==> src/hgp_pkg.sv <==
// ----------------------------------------------------------------------------
// hgp_pkg: shared types and constants of the GET request parser
// Byte codes, keyword tables, parse phase encoding and the result record.
// ----------------------------------------------------------------------------
package hgp_pkg;

    localparam int PATH_LIMIT_DEF = 256;

    localparam logic [7:0] BYTE_CR    = 8'd13;
    localparam logic [7:0] BYTE_LF    = 8'd10;
    localparam logic [7:0] BYTE_SP    = 8'd32;
    localparam logic [7:0] BYTE_DOT   = 8'h2E;
    localparam logic [7:0] BYTE_SLASH = 8'h2F;

    localparam logic [2:0] MIME_TEXT = 3'd0;
    localparam logic [2:0] MIME_HTML = 3'd1;
    localparam logic [2:0] MIME_JS   = 3'd2;
    localparam logic [2:0] MIME_CSS  = 3'd3;
    localparam logic [2:0] MIME_PNG  = 3'd4;

    localparam logic KIND_PATH    = 1'b0;
    localparam logic KIND_VERDICT = 1'b1;

    // End-of-request detector: how much of CR LF CR LF has been seen
    localparam logic [1:0] END_NONE   = 2'd0;
    localparam logic [1:0] END_CR     = 2'd1;
    localparam logic [1:0] END_CRLF   = 2'd2;
    localparam logic [1:0] END_CRLFCR = 2'd3;

    typedef enum logic [4:0] {
        PH_METHOD  = 5'b00001,
        PH_PATH    = 5'b00010,
        PH_VERSION = 5'b00100,
        PH_TAIL    = 5'b01000,
        PH_DONE    = 5'b10000
    } t_phase;

    typedef struct packed {
        logic       valid;
        logic       kind;
        logic [7:0] path_char;
        logic       ok;
        logic [7:0] path_total;
        logic [2:0] mime_class;
        logic       last;
    } t_result;

    function automatic logic [7:0] method_char(input logic [1:0] pos);
        logic [7:0] c;
        unique case (pos)
            2'd0:    c = 8'h47; // G
            2'd1:    c = 8'h45; // E
            2'd2:    c = 8'h54; // T
            default: c = BYTE_SP;
        endcase
        return c;
    endfunction

    function automatic logic [7:0] version_char(input logic [2:0] pos);
        logic [7:0] c;
        unique case (pos)
            3'd0:    c = 8'h48; // H
            3'd1:    c = 8'h54; // T
            3'd2:    c = 8'h54; // T
            3'd3:    c = 8'h50; // P
            3'd4:    c = 8'h2F; // /
            3'd5:    c = 8'h31; // 1
            3'd6:    c = 8'h2E; // .
            default: c = 8'h31; // 1
        endcase
        return c;
    endfunction

    // Candidate extensions in priority order: .html .js .css .png
    function automatic logic [2:0] ext_size(input logic [1:0] idx);
        logic [2:0] s;
        unique case (idx)
            2'd0:    s = 3'd5;
            2'd1:    s = 3'd3;
            default: s = 3'd4;
        endcase
        return s;
    endfunction

    function automatic logic [7:0] ext_char(input logic [1:0] idx, input logic [2:0] pos);
        logic [7:0] c;
        c = 8'h00;
        unique case (idx)
            2'd0: begin
                unique case (pos)
                    3'd0:    c = BYTE_DOT;
                    3'd1:    c = 8'h68; // h
                    3'd2:    c = 8'h74; // t
                    3'd3:    c = 8'h6D; // m
                    3'd4:    c = 8'h6C; // l
                    default: c = 8'h00;
                endcase
            end
            2'd1: begin
                unique case (pos)
                    3'd0:    c = BYTE_DOT;
                    3'd1:    c = 8'h6A; // j
                    3'd2:    c = 8'h73; // s
                    default: c = 8'h00;
                endcase
            end
            2'd2: begin
                unique case (pos)
                    3'd0:    c = BYTE_DOT;
                    3'd1:    c = 8'h63; // c
                    3'd2:    c = 8'h73; // s
                    3'd3:    c = 8'h73; // s
                    default: c = 8'h00;
                endcase
            end
            default: begin
                unique case (pos)
                    3'd0:    c = BYTE_DOT;
                    3'd1:    c = 8'h70; // p
                    3'd2:    c = 8'h6E; // n
                    3'd3:    c = 8'h67; // g
                    default: c = 8'h00;
                endcase
            end
        endcase
        return c;
    endfunction

endpackage

==> src/hgp_in_stage.sv <==
// ----------------------------------------------------------------------------
// hgp_in_stage: input byte register
// Holds one received byte until the parser takes it.
// ----------------------------------------------------------------------------
module hgp_in_stage
    import hgp_pkg::*;
(
    input  logic       i_clk,
    input  logic       i_rst_n,
    input  logic       i_valid,
    output logic       o_ready,
    input  logic [7:0] i_byte,
    input  logic       i_take,
    output logic       o_valid,
    output logic [7:0] o_byte
);

    logic       r_valid;
    logic [7:0] r_byte;

    assign o_ready = !r_valid || i_take;
    assign o_valid = r_valid;
    assign o_byte  = r_byte;

    always_ff @(posedge i_clk) begin
        if (!i_rst_n) begin
            r_valid <= 1'b0;
        end else if (o_ready) begin
            r_valid <= i_valid;
        end
    end

    always_ff @(posedge i_clk) begin
        if (i_valid && o_ready) begin
            r_byte <= i_byte;
        end
    end

endmodule

==> src/hgp_parser.sv <==
// ----------------------------------------------------------------------------
// hgp_parser: request-line parse state and per-byte step logic
// Updates the parse state for one byte and forms the result it causes.
// ----------------------------------------------------------------------------
module hgp_parser
    import hgp_pkg::*;
#(
    parameter int PATH_LIMIT = PATH_LIMIT_DEF
) (
    input  logic       i_clk,
    input  logic       i_rst_n,
    input  logic       i_step,
    input  logic [7:0] i_byte,
    output t_result    o_result
);

    localparam int CNT_W = $clog2(PATH_LIMIT);
    localparam int LEN_W = (CNT_W > 8) ? CNT_W : 8;
    localparam logic [CNT_W-1:0] CNT_MAX = CNT_W'(PATH_LIMIT - 1);

    t_phase           r_phase, n_phase;
    logic [2:0]       r_mpos, n_mpos;
    logic [1:0]       r_end, n_end;
    logic             r_cr, n_cr;
    logic             r_bad, n_bad;
    logic [CNT_W-1:0] r_count, n_count;
    logic [3:0]       r_match, n_match;
    logic [2:0]       r_elen, n_elen;
    logic             r_epres, n_epres;

    logic             req_end;
    logic             emit;
    logic [2:0]       mime;
    logic [LEN_W-1:0] count_ext;

    always_comb begin
        n_phase = r_phase;
        n_mpos  = r_mpos;
        n_end   = r_end;
        n_bad   = r_bad;
        n_count = r_count;
        n_match = r_match;
        n_elen  = r_elen;
        n_epres = r_epres;
        req_end = 1'b0;
        emit    = 1'b0;

        // request end detector
        if (i_byte == BYTE_CR) begin
            n_end = (r_end == END_CRLF) ? END_CRLFCR : END_CR;
        end else if (i_byte == BYTE_LF) begin
            if (r_end == END_CR) begin
                n_end = END_CRLF;
            end else if (r_end == END_CRLFCR) begin
                req_end = 1'b1;
            end else begin
                n_end = END_NONE;
            end
        end else begin
            n_end = END_NONE;
        end

        if (r_phase != PH_DONE) begin
            if (i_byte == BYTE_LF && r_cr) begin
                if (r_phase != PH_TAIL) begin
                    n_bad = 1'b1;
                end
                n_phase = PH_DONE;
            end else begin
                unique case (r_phase)
                    PH_METHOD: begin
                        if (i_byte != method_char(r_mpos[1:0])) begin
                            n_bad   = 1'b1;
                            n_phase = PH_TAIL;
                        end else if (r_mpos >= 3'd3) begin
                            n_phase = PH_PATH;
                            n_mpos  = 3'd0;
                        end else begin
                            n_mpos = r_mpos + 3'd1;
                        end
                    end
                    PH_PATH: begin
                        if (i_byte == BYTE_SP) begin
                            n_phase = PH_VERSION;
                            n_mpos  = 3'd0;
                        end else begin
                            n_mpos = 3'd1;
                            // drop one leading slash
                            if (!(r_mpos == 3'd0 && i_byte == BYTE_SLASH)) begin
                                if (r_count < CNT_MAX) begin
                                    n_count = r_count + CNT_W'(1);
                                    emit    = 1'b1;
                                    if (i_byte == BYTE_DOT) begin
                                        n_epres = 1'b1;
                                        n_match = 4'hF;
                                        n_elen  = 3'd1;
                                    end else if (r_epres) begin
                                        for (int i = 0; i < 4; i++) begin
                                            if (!(r_elen < ext_size(2'(i)) &&
                                                  ext_char(2'(i), r_elen) == i_byte)) begin
                                                n_match[i] = 1'b0;
                                            end
                                        end
                                        if (r_elen < 3'd7) begin
                                            n_elen = r_elen + 3'd1;
                                        end
                                    end
                                end else begin
                                    n_bad = 1'b1;
                                end
                            end
                        end
                    end
                    PH_VERSION: begin
                        if (i_byte != version_char(r_mpos)) begin
                            n_bad   = 1'b1;
                            n_phase = PH_TAIL;
                        end else if (r_mpos >= 3'd7) begin
                            n_phase = PH_TAIL;
                        end else begin
                            n_mpos = r_mpos + 3'd1;
                        end
                    end
                    default: begin
                    end
                endcase
            end
        end
        n_cr = (i_byte == BYTE_CR);
    end

    // mime class from the last extension, first surviving candidate wins
    always_comb begin
        mime = MIME_TEXT;
        if (n_epres) begin
            priority if (n_match[0]) mime = MIME_HTML;
            else if (n_match[1])     mime = MIME_JS;
            else if (n_match[2])     mime = MIME_CSS;
            else if (n_match[3])     mime = MIME_PNG;
            else                     mime = MIME_TEXT;
        end
    end

    assign count_ext = LEN_W'(n_count);

    always_comb begin
        o_result            = '0;
        o_result.valid      = req_end || emit;
        if (req_end) begin
            o_result.kind       = KIND_VERDICT;
            o_result.ok         = !n_bad;
            o_result.path_total = (count_ext > LEN_W'(255)) ? 8'hFF : count_ext[7:0];
            o_result.mime_class = n_bad ? MIME_TEXT : mime;
            o_result.last       = 1'b1;
        end else begin
            o_result.kind      = KIND_PATH;
            o_result.path_char = emit ? i_byte : 8'h00;
        end
    end

    always_ff @(posedge i_clk) begin
        if (!i_rst_n || (i_step && req_end)) begin
            r_phase <= PH_METHOD;
            r_mpos  <= '0;
            r_end   <= END_NONE;
            r_cr    <= 1'b0;
            r_bad   <= 1'b0;
            r_count <= '0;
            r_match <= '0;
            r_elen  <= '0;
            r_epres <= 1'b0;
        end else if (i_step) begin
            r_phase <= n_phase;
            r_mpos  <= n_mpos;
            r_end   <= n_end;
            r_cr    <= n_cr;
            r_bad   <= n_bad;
            r_count <= n_count;
            r_match <= n_match;
            r_elen  <= n_elen;
            r_epres <= n_epres;
        end
    end

endmodule

==> src/http_get_request_parser.sv <==
// A byte accepted into the input byte register passes the parser step logic, and any
// result it gives goes to the result register, once that register is free to load.
// Throughput: one byte per cycle while the result side takes each beat. The single
// pass through the parser step logic between the input byte register and the result
// register sets that figure.
// Reset (synchronous, active low) returns the parser to the method phase and empties both.
// ----------------------------------------------------------------------------
// http_get_request_parser: streaming HTTP GET request-line parser
// Takes one request byte per beat, emits path bytes (leading slash dropped)
// and an end-of-request verdict with status, path length and mime class.
// ----------------------------------------------------------------------------
module http_get_request_parser
    import hgp_pkg::*;
#(
    parameter int PATH_LIMIT = PATH_LIMIT_DEF
) (
    input  logic       i_clk,
    input  logic       i_rst_n,
    // byte channel
    input  logic       i_rx_valid,
    output logic       o_rx_ready,
    input  logic [7:0] i_rx_byte,
    // result channel
    output logic       o_res_valid,
    input  logic       i_res_ready,
    output logic       o_kind,
    output logic [7:0] o_path_char,
    output logic       o_ok,
    output logic [7:0] o_path_total,
    output logic [2:0] o_mime_class,
    output logic       o_last
);

    logic       stage_valid;
    logic [7:0] stage_byte;
    logic       out_free;
    logic       advance;
    t_result    step_result;

    logic       r_out_valid;
    t_result    r_out;

    // The result register is free when empty or when its beat leaves this
    // cycle; a staged byte advances only then, whether or not it gives a result.
    assign out_free = !r_out_valid || i_res_ready;
    assign advance  = stage_valid && out_free;

    // Input byte register: takes a new beat while the parser consumes the last one
    hgp_in_stage u_in_stage (
        .i_clk   (i_clk),
        .i_rst_n (i_rst_n),
        .i_valid (i_rx_valid),
        .o_ready (o_rx_ready),
        .i_byte  (i_rx_byte),
        .i_take  (advance),
        .o_valid (stage_valid),
        .o_byte  (stage_byte)
    );

    // Parse state and step logic: commit the state only when the byte advances
    hgp_parser #(
        .PATH_LIMIT (PATH_LIMIT)
    ) u_parser (
        .i_clk    (i_clk),
        .i_rst_n  (i_rst_n),
        .i_step   (advance),
        .i_byte   (stage_byte),
        .o_result (step_result)
    );

    // Result register: hold a beat until taken, load the next one behind it
    always_ff @(posedge i_clk) begin
        if (!i_rst_n) begin
            r_out_valid <= 1'b0;
        end else if (out_free) begin
            r_out_valid <= advance && step_result.valid;
        end
    end

    always_ff @(posedge i_clk) begin
        if (advance && step_result.valid) begin
            r_out <= step_result;
        end
    end

    assign o_res_valid  = r_out_valid;
    assign o_kind       = r_out.kind;
    assign o_path_char  = r_out.path_char;
    assign o_ok         = r_out.ok;
    assign o_path_total = r_out.path_total;
    assign o_mime_class = r_out.mime_class;
    assign o_last       = r_out.last;

endmodule

==> config.mk <==
export PLATFORM = sky130hd
export DESIGN_NAME = http_get_request_parser
export DESIGN_NICKNAME = d
export VERILOG_FILES = /design/src/hgp_pkg.sv /design/src/hgp_in_stage.sv /design/src/hgp_parser.sv /design/src/http_get_request_parser.sv
export SDC_FILE = /design/constraint.sdc
export NUM_CORES = 1
export LEC_CHECK = 0
export ABC_CLOCK_PERIOD_IN_PS = 5100
export BUFFER_PORTS_ARGS = -buffer_cell sky130_fd_sc_hd__buf_2
export CORE_MARGIN = 2
export CORE_UTILIZATION = 30
export CTS_BUF_LIST = sky130_fd_sc_hd__clkbuf_4
export CTS_CLUSTER_DIAMETER = 200
export DETAILED_ROUTE_END_ITERATION = 10
export GPL_TIMING_DRIVEN = 1
export PLACE_DENSITY = 0.44
export SETUP_SLACK_MARGIN = 0.2
export SKIP_CTS_REPAIR_TIMING = 1
export SLEW_MARGIN = 10
export SYNTH_ARGS = -nofsm -noshare
export SYNTH_HDL_FRONTEND = slang
export SYNTH_HIERARCHICAL = 1
export SYNTH_SLANG_ARGS = --single-unit
export TNS_END_PERCENT = 10
==> constraint.sdc <==
create_clock -name i_clk -period 5.1 [get_ports i_clk]
set_input_delay 0.255 -clock i_clk [delete_from_list [all_inputs] [get_ports i_clk]]
set_output_delay 0.255 -clock i_clk [all_outputs]
set_load 0.01 [all_outputs]
======== After elaboration in Yosys (flattened, before gate mapping) ========
Index checks and enable logic that the tools add are counted.
operators by class
  add/subtract/negate cells ............... 3
  $lt $le $gt $ge ......................... 8
  equal/unequal tests ..................... 37
  muxes and demuxes ....................... 140
  bitwise logic cells ..................... 6
  reductions and logical operators ........ 35
operators with widths
  operator                                               count
  2-to-1 mux 8 bit                                       45
  2-to-1 mux 3 bit                                       35
  case mux 7 bit (5 select lines)                        2
  case mux 7 bit (3 select lines)                        3
  == test 8 bit                                          4
  2-to-1 mux 1 bit                                       32
  2-to-1 mux 4 bit                                       8
  2-to-1 mux 5 bit                                       6
  case mux 7 bit (4 select lines)                        1
  == test 8 x 6 -> 1 bit (second input constant)         3
  == test 8 x 4 -> 1 bit (second input constant)         2
  != test 8 bit                                          2
  case mux 5 bit (3 select lines)                        1
  == test 3 x 2 -> 1 bit (second input constant)         4
  logical AND 1 bit                                      10
  2-to-1 mux 2 bit                                       5
  == test 3 bit (second input constant)                  3
  less-than comparator 3 bit                             3
  case mux 3 bit (3 select lines)                        1
  AND reduction 9 bit                                    1
  adder 8 x 1 -> 8 bit (second input constant)           1
  greater-than comparator 8 bit (second input constant)  1
  less-than comparator 8 bit (second input constant)     1
  != test 4 x 1 -> 1 bit (second input constant)         2
  31 further kinds                                       53
word-level totals
  register bits ........................... 60
  input bits .............................. 12
  output and inout port bits .............. 24
  logic and storage cells ................. 249

======== Longest topological paths before layout ========
Gate-level depths: netlist of the first run.
  depth in word-level cells ............... 26
  gate-level depth with buffers ........... 11

======== Hierarchy ========
The synthesis of the first run kept the hierarchy.
modules (own cells, without submodules)
  module                   times used  cells an instance  area an instance (um2)  seq. area each (um2)
  hgp_parser               1           401                2991.6                  560.5
  http_get_request_parser  1           28                 734.5                   680.7
  hgp_in_stage             1           13                 297.8                   260.2

======== Worst setup path before layout of the first run ========
Ideal clock, no wire load.
  path type ............................... reg-to-reg
  start point ............................. register u_parser.r_mpos[0]
  end point ............................... register r_out, in the netlist o_kind (enable)
  library setup time ...................... 0.366 ns
  arrival time ............................ 2.405 ns
  data required time ...................... 4.734 ns
  slack ................................... 2.329 ns
  cell stages (with the launch flop) ...... 12
  buffers on the path ..................... 3
  clock period less this slack ............ 2.771 ns
  cells stage by stage .................... dfxtp_1 inv_1 ha_1 buf_2 nand4_1 o21ai_0 a211oi_2 buf_4 buf_2 or2_2 nand2_2 nor2b_4
RTL lines
  item                    RTL line                       source
  start, declared         hgp_parser.sv:22               logic [2:0] r_mpos, n_mpos;
  start signal, assigned  hgp_parser.sv:174              r_mpos <= n_mpos;
  end signal, assigned    http_get_request_parser.sv:82  r_out <= step_result;
  end, declared           http_get_request_parser.sv:41  t_result r_out;

==> key figures, run 1 <==
Worst setup path
  – Crit path max-delay family: simple AND/OR/NAND/NOR gates
  – Buf+Inv Stages, Crit Path: 0
  – RR Startpoint: u_in_stage/o_byte[0]$_DFFE_PP_
  – Worst Path Max Fanout: 22
  – Register-to-register setup slack: 1.76 ns
  – Worst path cell trace: and4bb_2, a311o_1, a211oi_2, or2_2, nand2_2, nor2b_4
  – CP Data Arrival Time: 3.38 ns
  – Path depth of the worst reg2reg path: 6
  – Slowest cell on crit path: edfxtp_1
  – Crit Path Class: reg2reg
  – R2R Path End: o_path_char[6]$_DFFE_PP_
  – CP endpoint kind: flop
  – CP Launch Type: flop
  – Slowest stage delay, CP: around 0.72 ns
  – Worst EP required: 5.15 ns

Clock network
  – TritonCTS buffer count: 9
  – Max clock buf depth: 2
  – Skew-Pair Late Insertion Delay: 0.41 ns
  – Clk sinks: 60
  – Worst-path clk slew: about 0.12 ns
  – Root Buffer: clkbuf_4
  – H-tree depth: 3
  – TritonCTS clock tree: built

GRT
  – Pin count of the biggest net entering global routing: 23
  – Grt ovf: 0
  – Initial antenna violation count: 1
  – First-pass GRT wire length: approximately 17000 µm
  – Overall routing resource usage: 14.9%
  – Number of global-route vias before repair: 3107

Finish
  – Synth-to-layout area growth: 12.6%
  – Reg area: 1500 µm²
  – Ratio of cells with drive above 1 in the final layout: 17.2%
  – Multi-input combinational cell area: 2320 µm²
  – Nets: 492
  – Filler cell count: 1342

Status
  – Status: completed

Timing
  – Slew @ Worst Pin: 0.830 ns
  – Clock Skew: 0.0175 ns
  – Tcrit/Tclk final: 65.4%
  – Final min period: 3.34 ns
  – Fin. max-slew vios: 0
  – Finish-stage setup viols: 0
  – Worst rel slew slack: approximately 44%
  – Max frequency: about 300 MHz
  – Endpoints failing hold: 0
  – RSZ-0062 raised after global routing: no
  – TNS Setup: 0 ns

Routing
  – Wirelength per Cell: 16.4 µm
  – Via count: 3404
  – Vias per inst: 5.25
  – Post-route ant nets: 0
  – DR pass1 iterations: 6
  – Total Wirelength: 10600 µm
  – Violation count after the first detailed-routing iteration: 229
  – Post-route DRC: 0

Floorplan
  – Initial Utilization: 30.5%
  – Area of the die: roughly 14000 µm²
  – Die H: 120 µm
  – Core area: 13200 µm²
  – Rows: 42
  – IO Pins: 36
  – Die width: 120 µm

Hold path
  – Worst hold path startpoint: i_rx_byte[2]
  – Endpoint, Worst Hold: u_in_stage/o_byte[2]$_DFFE_PP_
  – Hold path depth: 1
  – Min-Delay Path Class: in2reg

Power
  – PD cells: between 200 and 250 nW/µm²
  – Switching Fraction: between 20% and 30%
  – Gate power share: a little over a tenth
  – Peak VDD IR: 78.9 µV
  – Clock power share: 38.2%
  – Sequential Power Share: between 50% and 60%
  – Net switching power: 0.281 mW
  – Total power draw: approximately 1.0 mW
  – P_leak: about 1.5 nW
  – Internal power: between 0.7 and 0.8 mW

Flow run
  – Max-cap violations: 0

Synthesis
  – Primary FF master, synth: edfxtp_1
  – Cell variety after synth: 76
  – Netlist Area Pre-Place: 4020 µm²
  – Synth Area per Inst: roughly 9.1 µm²
  – Ys Warns: 6
  – Syn Nets: 468
  – Async SR Flop Fraction: 0%
  – Cells after Synth: 442
  – Seq/Total Area, Yosys: between 30% and 40%
  – Synth Register Bits: 60
  – EDFF count, synth: 30

Placement
  – Placer Congestion: 0.807
  – Post-DP HPWL: roughly 7500 µm
  – Port Buffers: 35
[cells in the final DEF (no fill, tap or decap), drive strengths merged, types with 7 or more instances in the layout]
master | synthesis | layout
clkbuf | 14 | 10
nor3 | 8 | 8
buf | 17 | 37
dlygate4sd3 | 0 | 7
and3 | 8 | 8
or3 | 10 | 10
a31oi | 10 | 10
and2 | 11 | 11
o21a | 7 | 7
nor2b | 12 | 12
ha | 14 | 14
a21oi | 14 | 14
nand2 | 31 | 31
dfxtp | 30 | 30
nor2 | 29 | 29
nand2b | 11 | 11
nand3 | 21 | 21
inv | 17 | 18
mux2i | 13 | 13
xnor2 | 10 | 10
edfxtp | 30 | 30
o21ai | 26 | 26
[sequential cells by signal (all words and copies together), names as in the netlist]
register,count
o_path_char,8
o_path_total,8
u_in_stage/o_byte,8
u_parser/r_count,8
u_parser/r_phase,5
u_parser/r_match,4
o_mime_class,3
u_parser/r_elen,3
u_parser/r_mpos,3
u_parser/r_end,2
o_kind,1
o_last,1
o_ok,1
o_res_valid,1
u_in_stage/o_valid,1
u_parser/r_bad,1
u_parser/r_cr,1
u_parser/r_epres,1
[per-stage QoR]
step / std cells / area (µm²) / utilization, % / setup slack, ns / hold slack (ns)
6_report: 648 / 4530 / 34.4 / 1.76 / 0.0306
5_1_grt: 648 / 4530 / 34.4 / 1.52 / 0.00400
4_1_cts: 640 / 4450 / 33.8 / 1.74 / -0.0150
3_5_place_dp: 624 / 4290 / 32.5 / 1.78 / 0.436
3_3_place_gp: 624 / 4290 / 32.5 / 1.83 / 0.435
2_1_floorplan: 442 / 4020 / - / 2.33 / 0.354
[power groups by stage]
stage	Clock [mW]	Sequential, mW	Combinational [mW]
floorplan	0	0.528	0.0936
global placement	0	0.546	0.107
detailed placement	0	0.547	0.106
CTS	0.413	0.536	0.106
global route	0.431	0.538	0.122
finish	0.399	0.536	0.111
[cells in the mapped netlist, types with 3 or more instances]
cell	number	area [µm²]
a21o_1	3	22.5
a21oi_1	14	70.1
a31o_2	3	26.3
a31oi_1	10	62.6
a32oi_1	4	35.0
and2_1	9	56.3
and3_1	8	50.1
buf_1	3	11.3
buf_2	10	50.1
buf_4	4	30.0
clkbuf_1	14	52.6
dfxtp_1	30	601
edfxtp_1	30	901
ha_1	14	175
inv_1	17	63.8
mux2i_1	13	130
nand2_1	29	109
nand2b_1	9	56.3
nand3_1	21	105
nand3b_1	4	30.0
nand4_1	6	37.5
nor2_1	29	109
nor2b_1	11	68.8
nor3_1	8	40.0
nor4_1	4	25.0
nor4bb_1	3	30.0
o211ai_1	4	30.0
o21a_1	7	52.6
o21ai_0	25	125
o21bai_1	5	37.5
o22ai_1	3	18.8
o311a_1	4	40.0
or2_2	3	18.8
or3_1	9	56.3
xnor2_1	10	87.6
xor2_1	6	52.6
[layout make-up]
cell class,instances,share of cell area (%)
Sequential cell,60,33.1
Clock inverter,6,1.93
Tap cell,176,4.86
Antenna cell,1,0.0552
Timing Repair Buffer,44,5.74
Clock buffer,10,1.66
Inverter,18,1.49
Multi-Input combinational cell,333,51.1
[kinds of logic after synthesis]
family,Yosys count,synth area share (%)
AOI/OAI and AO/OA,112,20.3
xor gates and xnor gates,16,3.48
adders and majority gates,14,4.35
buffers and inverters,49,5.25
DFF,60,37.3
muxes,14,3.51
and+or+nand+nor,177,25.7
[worst reg2reg max path, cell delays in order (launching register included)]
cell	delay, ns
edfxtp_1	0.72
and4bb_2	0.35
a311o_1	0.41
a211oi_2	0.69
or2_2	0.24
nand2_2	0.07
nor2b_4	0.48
[routing by layer]
layer	wire length (µm)	vias to the layer above	track usage, %
met3	418	12	2.04
li1	-	1690	-
met4	197	0	6.25
met2	4800	90	23.1
met1	5180	1612	20.7
met5	0	-	0
[how the worst max path moves through the flow]
stage	to	cells after the start	startpoint	slack, ns
after floorplan	o_kind$_DFFE_PP_	11	u_parser/r_mpos[0]$_SDFFE_PP0P_	2.33
after detailed placement	o_path_char[6]$_DFFE_PP_	6	u_in_stage/o_byte[2]$_DFFE_PP_	1.78
after CTS	o_path_char[6]$_DFFE_PP_	8	u_parser/r_mpos[0]$_SDFFE_PP0P_	1.74
final	o_path_char[6]$_DFFE_PP_	6	u_in_stage/o_byte[0]$_DFFE_PP_	1.76
after global routing	o_path_char[2]$_DFFE_PP_	8	u_parser/r_mpos[0]$_SDFFE_PP0P_	1.52
after global placement	o_path_char[5]$_DFFE_PP_	6	u_in_stage/o_byte[2]$_DFFE_PP_	1.83
Power figures use the tool's default switching activity.
==> run 2, diff against run 1 <==
--- a/config.mk
+++ b/config.mk
@@ -5,7 +5,7 @@
 export SDC_FILE = /design/constraint.sdc
 export NUM_CORES = 1
 export LEC_CHECK = 0
-export ABC_CLOCK_PERIOD_IN_PS = 5100
+export ABC_CLOCK_PERIOD_IN_PS = 3050
 export BUFFER_PORTS_ARGS = -buffer_cell sky130_fd_sc_hd__buf_2
 export CORE_MARGIN = 2
 export CORE_UTILIZATION = 30
@@ -13,7 +13,7 @@
 export CTS_CLUSTER_DIAMETER = 200
 export DETAILED_ROUTE_END_ITERATION = 10
 export GPL_TIMING_DRIVEN = 1
-export PLACE_DENSITY = 0.44
+export PLACE_DENSITY = 0.46
 export SETUP_SLACK_MARGIN = 0.2
 export SKIP_CTS_REPAIR_TIMING = 1
 export SLEW_MARGIN = 10
==> constraint.sdc (replaced) <==
create_clock -name i_clk -period 3.05 [get_ports i_clk]
set_input_delay 0.1525 -clock i_clk [delete_from_list [all_inputs] [get_ports i_clk]]
set_output_delay 0.1525 -clock i_clk [all_outputs]
set_load 0.01 [all_outputs]
==> run 2 against run 1 <==
Compared with the run above:
- worst setup slack got worse by 1.5 ns
- clock skew decreased by 0.0013 ns
- highest routed layer unchanged
- sequential cell count is the same
- largest power group unchanged
- combinational power up 110%
- global-route usage is 0.38 points higher
- die area unchanged
==> key figures, run 2 (synthesis gave the netlist of run 1 again) <==
Status
  – Status: completed

Worst setup path
  – CP endpoint kind: flop
  – Crit Path Class: reg2reg
  – CP Data Arrival Time: 3.02 ns (-0.36 ns)
  – Crit path from: u_parser/r_elen[0]$_SDFFE_PP0P_
  – Path depth of the worst reg2reg path: 9 (+3)
  – R2R Path End: o_mime_class[0]$_DFFE_PP_
  – Register-to-register setup slack: 0.29 ns (-1.48 ns)
  – Worst Path Max Fanout: 9 (-59%)
  – Critical path endpoint: o_mime_class[0]$_DFFE_PP_
  – RR Startpoint: u_parser/r_elen[0]$_SDFFE_PP0P_
  – Worst EP required: 3.31 ns (-1.84 ns)
  – CP Launch Type: flop

Placement
  – Post-DP HPWL: 7820 µm (+3.8%)
  – Post-Place Setup Slack: 0.160 ns (-1.62 ns)
  – Cells after DPL: 647 (+3.7%)
  – Port Buffers: 35 (unchanged)
  – Placer Congestion: 0.856 (+6.1%)
  – Placed Area: 4480 µm² (+4.3%)

Timing
  – Max frequency: 362 MHz (+21%)
  – Worst setup margin: 0.285 ns (-1.48 ns)
  – Final min period: 2.76 ns (-0.570 ns)
  – TNS Setup: 0 ns (unchanged)
  – Worst rel slew slack: 51.2% (+7.3 points)
  – Tcrit/Tclk final: 90.6% (+25 points)
  – RSZ-0062 raised after global routing: yes
  – Fin. max-slew vios: 0 (unchanged)
  – Endpoints failing hold: 0 (unchanged)
  – Slew @ Worst Pin: 0.732 ns (-0.0977 ns)
  – Clock Skew: 0.0163 ns (-0.00127 ns)
  – Finish-stage setup viols: 0 (unchanged)

Clock network
  – TritonCTS buffer count: 9 (unchanged)
  – TritonCTS clock tree: built
  – Root Buffer: clkbuf_4
  – Skew-Pair Late Insertion Delay: 0.43 ns (+0.02 ns)
  – Clk sinks: 60 (unchanged)
  – H-tree depth: 3 (unchanged)
  – Worst-path clk slew: 0.12 ns (about the same)
  – Max clock buf depth: 2 (unchanged)

Power
  – Switching Fraction: 30.5% (+3.6 points)
  – Net switching power: 0.491 mW (+75%)
  – Sequential Power Share: 54.2% (+3.0 points)
  – Gate power share: 14.2% (+3.6 points)
  – P_leak: 1.61 nW (+7.9%)
  – PD cells: 339 nW/µm² (+47%)
  – Peak VDD IR: 117 µV (+49%)
  – Internal power: 1.12 mW (+47%)
  – Clock power share: 31.6% (-6.6 points)

Floorplan
  – Die width: 120 µm (unchanged)
  – Initial Utilization: 30.5% (unchanged)
  – Die H: 120 µm (unchanged)
  – Core area: 13200 µm² (unchanged)
  – IO Pins: 36 (unchanged)
  – Area of the die: 14400 µm² (unchanged)
  – Rows: 42 (unchanged)

Finish
  – Commonest cells after routing, fill and taps aside: 35 x buf_2, 30 x edfxtp_1, 29 x nand2_1, 29 x nor2_1, 27 x dfxtp_1
  – Post-layout util: 36.1% (+1.7 points)
  – Filler cell count: 1372 (+2.2%)
  – Final non-filler cell total: 673 (+3.9%)
  – Nets: 518 (+5.3%)
  – Fin area: 4760 µm² (+4.9%)
  – Antenna diodes: 0 (-1)
  – Synth-to-layout area growth: 18.2%
  – Multi-input combinational cell area: 2370 µm² (+2.3%)
  – Ratio of cells with drive above 1 in the final layout: 23.1% (+5.9 points)
  – Most common cell after layout, fill and taps aside: buf_2
  – Reg area: 1510 µm² (+0.25%)

GRT
  – Grt ovf: 0 (unchanged)
  – GR Util met2: 24.6% (+1.4 points)
  – First-pass GRT wire length: 17200 µm (+3.1%)
  – Initial antenna violation count: 0 (-1)
  – Number of global-route vias before repair: 3168 (+2.0%)
  – Pin count of the biggest net entering global routing: 23 (unchanged)
  – Overall routing resource usage: 15.3% (+0.38 points)
  – Met3 GRT Util: 2.95% (+0.90 points)
  – M1 GR Usage: 20.2% (-0.50 points)
  – Top Usage Layer GRT: met2

Routing
  – DR pass1 iterations: 4 (-2)
  – Via count: 3522 (+3.5%)
  – Vias per inst: 5.23 (-0.38%)
  – Violation count after the first detailed-routing iteration: 249 (+8.7%)
  – Total Wirelength: 10800 µm (+2.2%)
  – Wirelength per Cell: 16.1 µm (-1.6%)
  – Post-route DRC: 0 (unchanged)
  – Post-route ant nets: 0 (unchanged)

Flow run
  – Max-cap violations: 0 (unchanged)

Hold path
  – Min-Delay Path Class: in2reg
-- run 2: changes by cell type in the layout (fill, tap and decap cells not counted), moves of 2 or more --
cell           previous run  this run
dfxtp_2                   0         3
a2111oi_2                 1         3
buf_4                     2        24
bufinv_16                 2         0
dlygate4sd3_1             7        10
a32oi_1                   4         1
a32oi_2                   0         3
dfxtp_1                  30        27
-- run 2: worst min-delay path by stage --
stage / cells after the start / from / to
5_1_grt: 3 / i_res_ready / o_res_valid$_SDFFE_PN0P_
6_report: 3 / i_res_ready / o_res_valid$_SDFFE_PN0P_
2_1_floorplan: 0 / i_rx_byte[0] / u_in_stage/o_byte[0]$_DFFE_PP_
4_1_cts: 1 / i_rx_byte[0] / u_in_stage/o_byte[0]$_DFFE_PP_
3_3_place_gp: 1 / i_rx_byte[0] / u_in_stage/o_byte[0]$_DFFE_PP_
3_5_place_dp: 1 / i_rx_byte[0] / u_in_stage/o_byte[0]$_DFFE_PP_
-- run 2: critical path: stages (launching register included) --
cell and delay, ns:
dfxtp_1 0.51, inv_1 0.15, ha_1 0.25, buf_4 0.17, or2_2 0.30, a2111o_1 0.34
a21oi_1 0.21, a32oi_2 0.20, nand3b_1 0.21, a311oi_1 0.26
-- run 2: per-stage QoR --
stage	hold WS [ns]	power, mW
finish	0.0107	1.61
global placement	0.331	1.10
detailed placement	0.334	1.10
CTS	-0.118	1.62
global route	0.0104	1.70
floorplan	0.251	1.04
-- run 2: power by group through the flow --
stage	logic [mW]	clock network, mW	registers (mW)
floorplan	0.156	0	0.883
global placement	0.210	0	0.892
detailed placement	0.212	0	0.892
CTS	0.212	0.532	0.874
global route	0.252	0.571	0.877
finish	0.229	0.510	0.874
-- run 2: final cells by class --
class / instances / share of cell area, %
multi-input combinational: 333 / 49.8
timing repair buffer: 70 / 10.0
sequential: 60 / 31.6
inverter: 18 / 1.42
clock inverter: 7 / 1.05
tap: 176 / 4.63
clock buffer: 9 / 1.42
-- run 2: layer usage --
metal  vias to the layer above  wire length [µm]  share of wire, %
met5                         -                 0                 0
met4                         0               174               1.6
met3                        14               415               3.8
met2                        75              5200                48
met1                      1695              5040                47
li1                       1738                 -                 -
